==> src/rtl/core/lur_pkg.sv <==
package lur_pkg;

    localparam int FRAME_WIDTH_DEF  = 640;
    localparam int FRAME_HEIGHT_DEF = 480;

    localparam int COL_W     = 10;
    localparam int ROW_W     = 9;
    localparam int VAL_W     = 8;
    localparam int FIX_W     = 20;
    localparam int COEF_W    = 32;
    localparam int CFG_IDX_W = 3;

    localparam int DIFF_W    = FIX_W + 1;
    localparam int NORM_W    = 27;
    localparam int DIV_STEPS = NORM_W - 1;
    localparam int NORM_LAT  = DIV_STEPS + 2;
    localparam int NORM_MAX  = (1 << (NORM_W - 1)) - 1;

    localparam logic [FIX_W-1:0] FOCAL_X_RST  = FIX_W'(117415);
    localparam logic [FIX_W-1:0] FOCAL_Y_RST  = FIX_W'(117068);
    localparam logic [FIX_W-1:0] CENTRE_X_RST = FIX_W'(94007);
    localparam logic [FIX_W-1:0] CENTRE_Y_RST = FIX_W'(63584);

    typedef enum logic {
        KIND_LOAD,
        KIND_COMPUTE
    } kind_e;

    typedef enum logic [CFG_IDX_W-1:0] {
        REG_K1,
        REG_K2,
        REG_P1,
        REG_P2,
        REG_FX,
        REG_FY,
        REG_CX,
        REG_CY
    } cfg_idx_e;

    typedef struct packed {
        kind_e              kind;
        logic [COL_W-1:0]   col;
        logic [ROW_W-1:0]   row;
        logic [VAL_W-1:0]   val;
    } item_t;

    typedef struct packed {
        logic [DIFF_W-1:0]    rem;
        logic [1:0]           low;
        logic [DIV_STEPS-1:0] quo;
        logic                 neg;
        logic                 ovf;
    } div_stage_t;

endpackage

==> src/rtl/core/lur_norm.sv <==
module lur_norm #(
    parameter int PIX_W = lur_pkg::COL_W
) (
    input  logic                              clk,
    input  logic [PIX_W-1:0]                  pixel,
    input  logic [lur_pkg::FIX_W-1:0]         centre,
    input  logic [lur_pkg::FIX_W-1:0]         focal,
    output logic signed [lur_pkg::NORM_W-1:0] norm
);
    import lur_pkg::*;

    logic signed [DIFF_W-1:0] diff;
    logic [DIFF_W-1:0]        mag;
    div_stage_t               stage_next;
    div_stage_t               stage_reg [DIV_STEPS+1];
    logic [NORM_W-1:0]        mag_q;
    logic signed [NORM_W-1:0] norm_next;
    logic signed [NORM_W-1:0] norm_reg;

    function automatic div_stage_t div_step(input div_stage_t s, input logic [FIX_W-1:0] f);
        div_stage_t        r;
        logic [DIFF_W-1:0] trial;
        r     = s;
        trial = {s.rem[FIX_W-1:0], s.low[1]};
        r.low = {s.low[0], 1'b0};
        if (trial >= {1'b0, f})
        begin
            r.rem = trial - {1'b0, f};
            r.quo = {s.quo[DIV_STEPS-2:0], 1'b1};
        end
        else
        begin
            r.rem = trial;
            r.quo = {s.quo[DIV_STEPS-2:0], 1'b0};
        end
        return r;
    endfunction

    always_comb
    begin
        diff           = $signed(DIFF_W'({pixel, 8'h00})) - $signed({1'b0, centre});
        mag            = diff[DIFF_W-1] ? $unsigned(-diff) : $unsigned(diff);
        stage_next.rem = mag >> 2;
        stage_next.low = mag[1:0];
        stage_next.quo = '0;
        stage_next.neg = diff[DIFF_W-1];
        stage_next.ovf = {1'b0, mag} >= {focal, 2'b00};
    end

    always_comb
    begin
        mag_q     = stage_reg[DIV_STEPS].ovf ? NORM_W'(NORM_MAX)
                                             : NORM_W'(stage_reg[DIV_STEPS].quo);
        norm_next = stage_reg[DIV_STEPS].neg ? -$signed(mag_q) : $signed(mag_q);
    end

    always_ff @(posedge clk)
    begin
        stage_reg[0] <= stage_next;
        for (int k = 0; k < DIV_STEPS; k++)
        begin
            stage_reg[k+1] <= div_step(stage_reg[k], focal);
        end
        norm_reg <= norm_next;
    end

    assign norm = norm_reg;

endmodule

==> config.mk <==
export PLATFORM = sky130hd
export DESIGN_NAME = lur_norm
export DESIGN_NICKNAME = d
export VERILOG_FILES = /design/src/rtl/core/lur_pkg.sv /design/src/rtl/core/lur_norm.sv
export SDC_FILE = /design/constraint.sdc
export NUM_CORES = 2
export LEC_CHECK = 0
export BUFFER_PORTS_ARGS = -buffer_cell sky130_fd_sc_hd__buf_2
export CAP_MARGIN = 10
export CORE_UTILIZATION = 40
export CTS_CLUSTER_SIZE = 12
export DETAILED_ROUTE_END_ITERATION = 16
export PLACE_DENSITY = 0.65
export SYNTH_ARGS = -nofsm -noshare
export SYNTH_HDL_FRONTEND = slang
export SYNTH_SLANG_ARGS = --single-unit
==> constraint.sdc <==
create_clock -name clk -period 5.8 [get_ports clk]
set_clock_uncertainty 0.1 [all_clocks]
set_input_delay 0.58 -clock clk [delete_from_list [all_inputs] [get_ports clk]]
set_output_delay 0.58 -clock clk [all_outputs]
set_load 0.1 [all_outputs]
==> summary.json <==
{
  "drt.antenna.violating_nets": 0,
  "detailedPlace.worstSlack_ps": 11.91,
  "dpl.hpwl_um": 91060,
  "post-synth-top-area-cell": "sky130_fd_sc_hd__dfxtp_1",
  "wirelength_um": 124600,
  "synth.net_count": 5856,
  "yosys.area.top_type_share_pct": 37.84,
  "grt_max_degree": 43,
  "worst-path-max-fanout": 11,
  "initial_core_util_pct": 40.56,
  "grt_busiest_layer": "met2",
  "power.sequential.fraction_pct": 29.6,
  "status": "complete, no violations",
  "detailedRoute.firstPassIterationCount": 6,
  "grt_overflow": 0,
  "kind_of_end_point_of_the_critical_path": "register",
  "min-delay-path-class": "input pin to register",
  "final-hold-violation-count": 0,
  "postSynthCellCount": 5229,
  "synth_seq_area_share_pct": 37.84,
  "mostFrequentLayoutCells": "sky130_fd_sc_hd__dfxtp_1, sky130_fd_sc_hd__ha_1, sky130_fd_sc_hd__a21oi_1",
  "power.clock.fraction_pct": 17.5,
  "clkTransAtPathRegs_ps": 60,
  "cts_post_setup_buffers_inserted": 0,
  "cts_root_buffer": "sky130_fd_sc_hd__clkbuf_16",
  "syn_avg_cell_area_sq_um": 9.653,
  "clock_sink_count": 954,
  "worstSetupStartpoint": "centre[0]",
  "via_per_inst": 5.428,
  "multi_input_comb_area_sq_mm": 0.03048,
  "final_min_period_over_clock_period_pct": 91.30,
  "cts.path.max_buffers": 3,
  "timing.hold.worst.start": "centre[5]",
  "yosys_register_bits": 954,
  "cap_viol_max_count": 0,
  "yosysWarningCount": 0,
  "syn_area_sq_mm": 0.05048,
  "holdWs_ps": 68.75,
  "dieArea_sq_mm": 0.1276,
  "core_sq_mm": 0.1244,
  "grt_util_met2_pct": 30.70,
  "grt_first_pass_wirelength_um": 195500,
  "min_period_ps": 5295,
  "timing.slew.headroom_pct": 22.69,
  "grtUsageMet3_pct": 3.117,
  "leakagePower_nw": 24.50,
  "synth.top_cells.by_area": "sky130_fd_sc_hd__dfxtp_1, sky130_fd_sc_hd__ha_1, sky130_fd_sc_hd__mux2_2",
  "vias_in_the_first_global_route": 36567,
  "layout-area-overhead-vs-synth_pct": 12.43,
  "setup_repair_after_global_routing_missed_its_margin": "no",
  "async_reset_ff_share_pct": 0,
  "largest_register_ffs": 927,
  "num-fill-cells": 11730,
  "critical_path_required_ps": 6310,
  "power.combinational.fraction_pct": 53.0,
  "layout.area.seq_sq_mm": 0.01910,
  "p_int_mw": 23.78,
  "ir_drop_mv": 0.3331,
  "power.share.switching_pct": 39.18,
  "synth_flop_cell": "sky130_fd_sc_hd__dfxtp_1",
  "post_route_cells_drive_above_1_share_pct": 13.32,
  "route.detailed.drc": 0,
  "via_count": 38478,
  "htree_levels": 3,
  "grt_antenna_before_repair": 6,
  "fin_setup_tns_ps": 0,
  "most_frequent_standard_cell_in_the_layout_excluding_fill_and_tap_cells": "sky130_fd_sc_hd__dfxtp_1",
  "crit_arrival_ps": 5800,
  "finalWeightedCongestion": 0.8751,
  "num_io_pins": 78,
  "critPathKind": "input pin to register",
  "track_usage_pct": 19.12,
  "starting_drt_drc_count": 2307,
  "achievable-frequency_ghz": 0.1888,
  "final_net_count": 6012,
  "dieWidth_um": 357.2,
  "floorplan.die.height_um": 357.2,
  "routedWlPerCell_um": 17.57,
  "cellPowerDensity_mw_per_mm2": 689.0,
  "synthDistinctLibCells": 80,
  "timing_max_transition_violations_final": 0,
  "worst_setup_path_start_kind": "input pin",
  "insertedDiodeCount": 0,
  "placementRows": 129,
  "use_met1_pct": 26.05,
  "worstMarginPinSlew_ps": 1160,
  "reg2reg_from": "stage_reg[1][30]",
  "synth_edf_count": 0,
  "final_critical_path_setup_slack_ps": 504.8,
  "p_sw_mw": 15.32,
  "buffer_ports.inserted": 77,
  "clk_latency_worst_skew_pair_ps": 750,
  "setup_viol": 0,
  "cts_tree": "yes",
  "tritoncts.num_buffers": 103
}
[area by class of cell]
type                    instances  area share [%]
multi-input cells            4020           53.72
flip-flops and latches        954           33.65
clock buffers                 139           5.221
well taps                    1637           3.609
repair buffers                144           1.618
clock inverters                33           1.111
inverters                     162           1.072
[worst paths after layout]
kind	cells past startpoint	slack (ps)	endpoint
worst min-delay path	2	70	stage_reg[0][33]
worst max register to register	10	2050	stage_reg[1][100]
worst min register to register	0	190	stage_reg[0][717]
worst max-delay path	24	500	stage_reg[0][0]
[timing repair]
| action | 4_1_cts | 5_1_grt |
|---|---|---|
| gates resized for setup | 0 | 1 |
| setup endpoints to repair | 0 | 1 |
| endpoints found under the hold margin | 1 | 0 |
| hold buffers | 1 | 0 |
[cells in the mapped netlist (22+ instances only)]
master	count
sky130_fd_sc_hd__dfxtp_1	954
sky130_fd_sc_hd__ha_1	551
sky130_fd_sc_hd__a21oi_1	427
sky130_fd_sc_hd__nor2_1	374
sky130_fd_sc_hd__mux2_2	353
sky130_fd_sc_hd__xnor2_1	309
sky130_fd_sc_hd__nand2_1	267
sky130_fd_sc_hd__o21ai_0	230
sky130_fd_sc_hd__a21o_1	198
sky130_fd_sc_hd__inv_1	162
sky130_fd_sc_hd__xor2_1	123
sky130_fd_sc_hd__nor3_1	107
sky130_fd_sc_hd__nor2b_1	91
sky130_fd_sc_hd__nand2b_1	90
sky130_fd_sc_hd__o21a_1	82
sky130_fd_sc_hd__clkbuf_1	79
sky130_fd_sc_hd__nand3_1	76
sky130_fd_sc_hd__nand4_1	65
sky130_fd_sc_hd__and3_1	44
sky130_fd_sc_hd__o31ai_1	38
sky130_fd_sc_hd__or3_1	38
sky130_fd_sc_hd__a31oi_1	36
sky130_fd_sc_hd__o21bai_1	35
sky130_fd_sc_hd__a211oi_1	32
sky130_fd_sc_hd__mux2i_1	32
sky130_fd_sc_hd__and2_1	28
sky130_fd_sc_hd__nor4_1	27
sky130_fd_sc_hd__o21ai_1	26
sky130_fd_sc_hd__o31a_1	26
sky130_fd_sc_hd__fa_1	25
sky130_fd_sc_hd__or2_2	24
sky130_fd_sc_hd__o41ai_1	22
[critical path, stage by stage]
cell and delay [ps]:
sky130_fd_sc_hd__dlygate4sd3_1 530, sky130_fd_sc_hd__buf_2 170, sky130_fd_sc_hd__inv_1 110, sky130_fd_sc_hd__ha_1 270
sky130_fd_sc_hd__or3b_1 430, sky130_fd_sc_hd__or3_1 390, sky130_fd_sc_hd__a21bo_1 210, sky130_fd_sc_hd__a21oi_1 250
sky130_fd_sc_hd__a31oi_1 240, sky130_fd_sc_hd__nor3_2 290, sky130_fd_sc_hd__inv_1 240, sky130_fd_sc_hd__o21ai_0 130
sky130_fd_sc_hd__a21oi_1 100, sky130_fd_sc_hd__xor2_1 210, sky130_fd_sc_hd__ha_1 280, sky130_fd_sc_hd__nor2b_1 130
sky130_fd_sc_hd__o21a_1 160, sky130_fd_sc_hd__o21a_1 150, sky130_fd_sc_hd__o21ai_0 140, sky130_fd_sc_hd__nand2_1 90
sky130_fd_sc_hd__a31oi_1 210, sky130_fd_sc_hd__o211a_1 180, sky130_fd_sc_hd__a21oi_1 60, sky130_fd_sc_hd__a221o_1 260
[stage by stage]
step	cells	area, sq um	power (mW)	utilization [%]
2_1_floorplan	5229	50480	27.57	-
3_3_place_gp	6916	53140	31.74	42.70
3_5_place_dp	6916	53140	32.03	42.70
4_1_cts	7089	56740	39.17	45.60
5_1_grt	7089	56750	42.04	45.60
6_report	7089	56750	39.10	45.60
[kinds of logic after synthesis]
group / share of synthesized area (%)
AO/OA/AOI/OAI: 17.00
flip-flops: 37.84
XOR/XNOR: 7.496
buffers and inverters: 1.911
AND/OR/NAND/NOR: 12.58
multiplexers: 8.532
adder cells (fa/ha/maj): 14.65
[power by group through the flow]
stage	registers, mW	logic (mW)	clock network (mW)
after floorplan	11.5	16.1	0
after global placement	11.7	20.1	0
after detailed placement	11.7	20.4	0
after CTS	11.6	20.6	7.01
after global routing	11.8	22.9	7.29
final	11.6	20.7	6.83
[routing by layer]
metal | share of wire [%] | routed length (um)
met5 | 0.014 | 18
met4 | 2.9 | 3614
met3 | 5.3 | 6619
met2 | 44 | 54880
met1 | 48 | 59430
(Power assumes the default switching activity.)
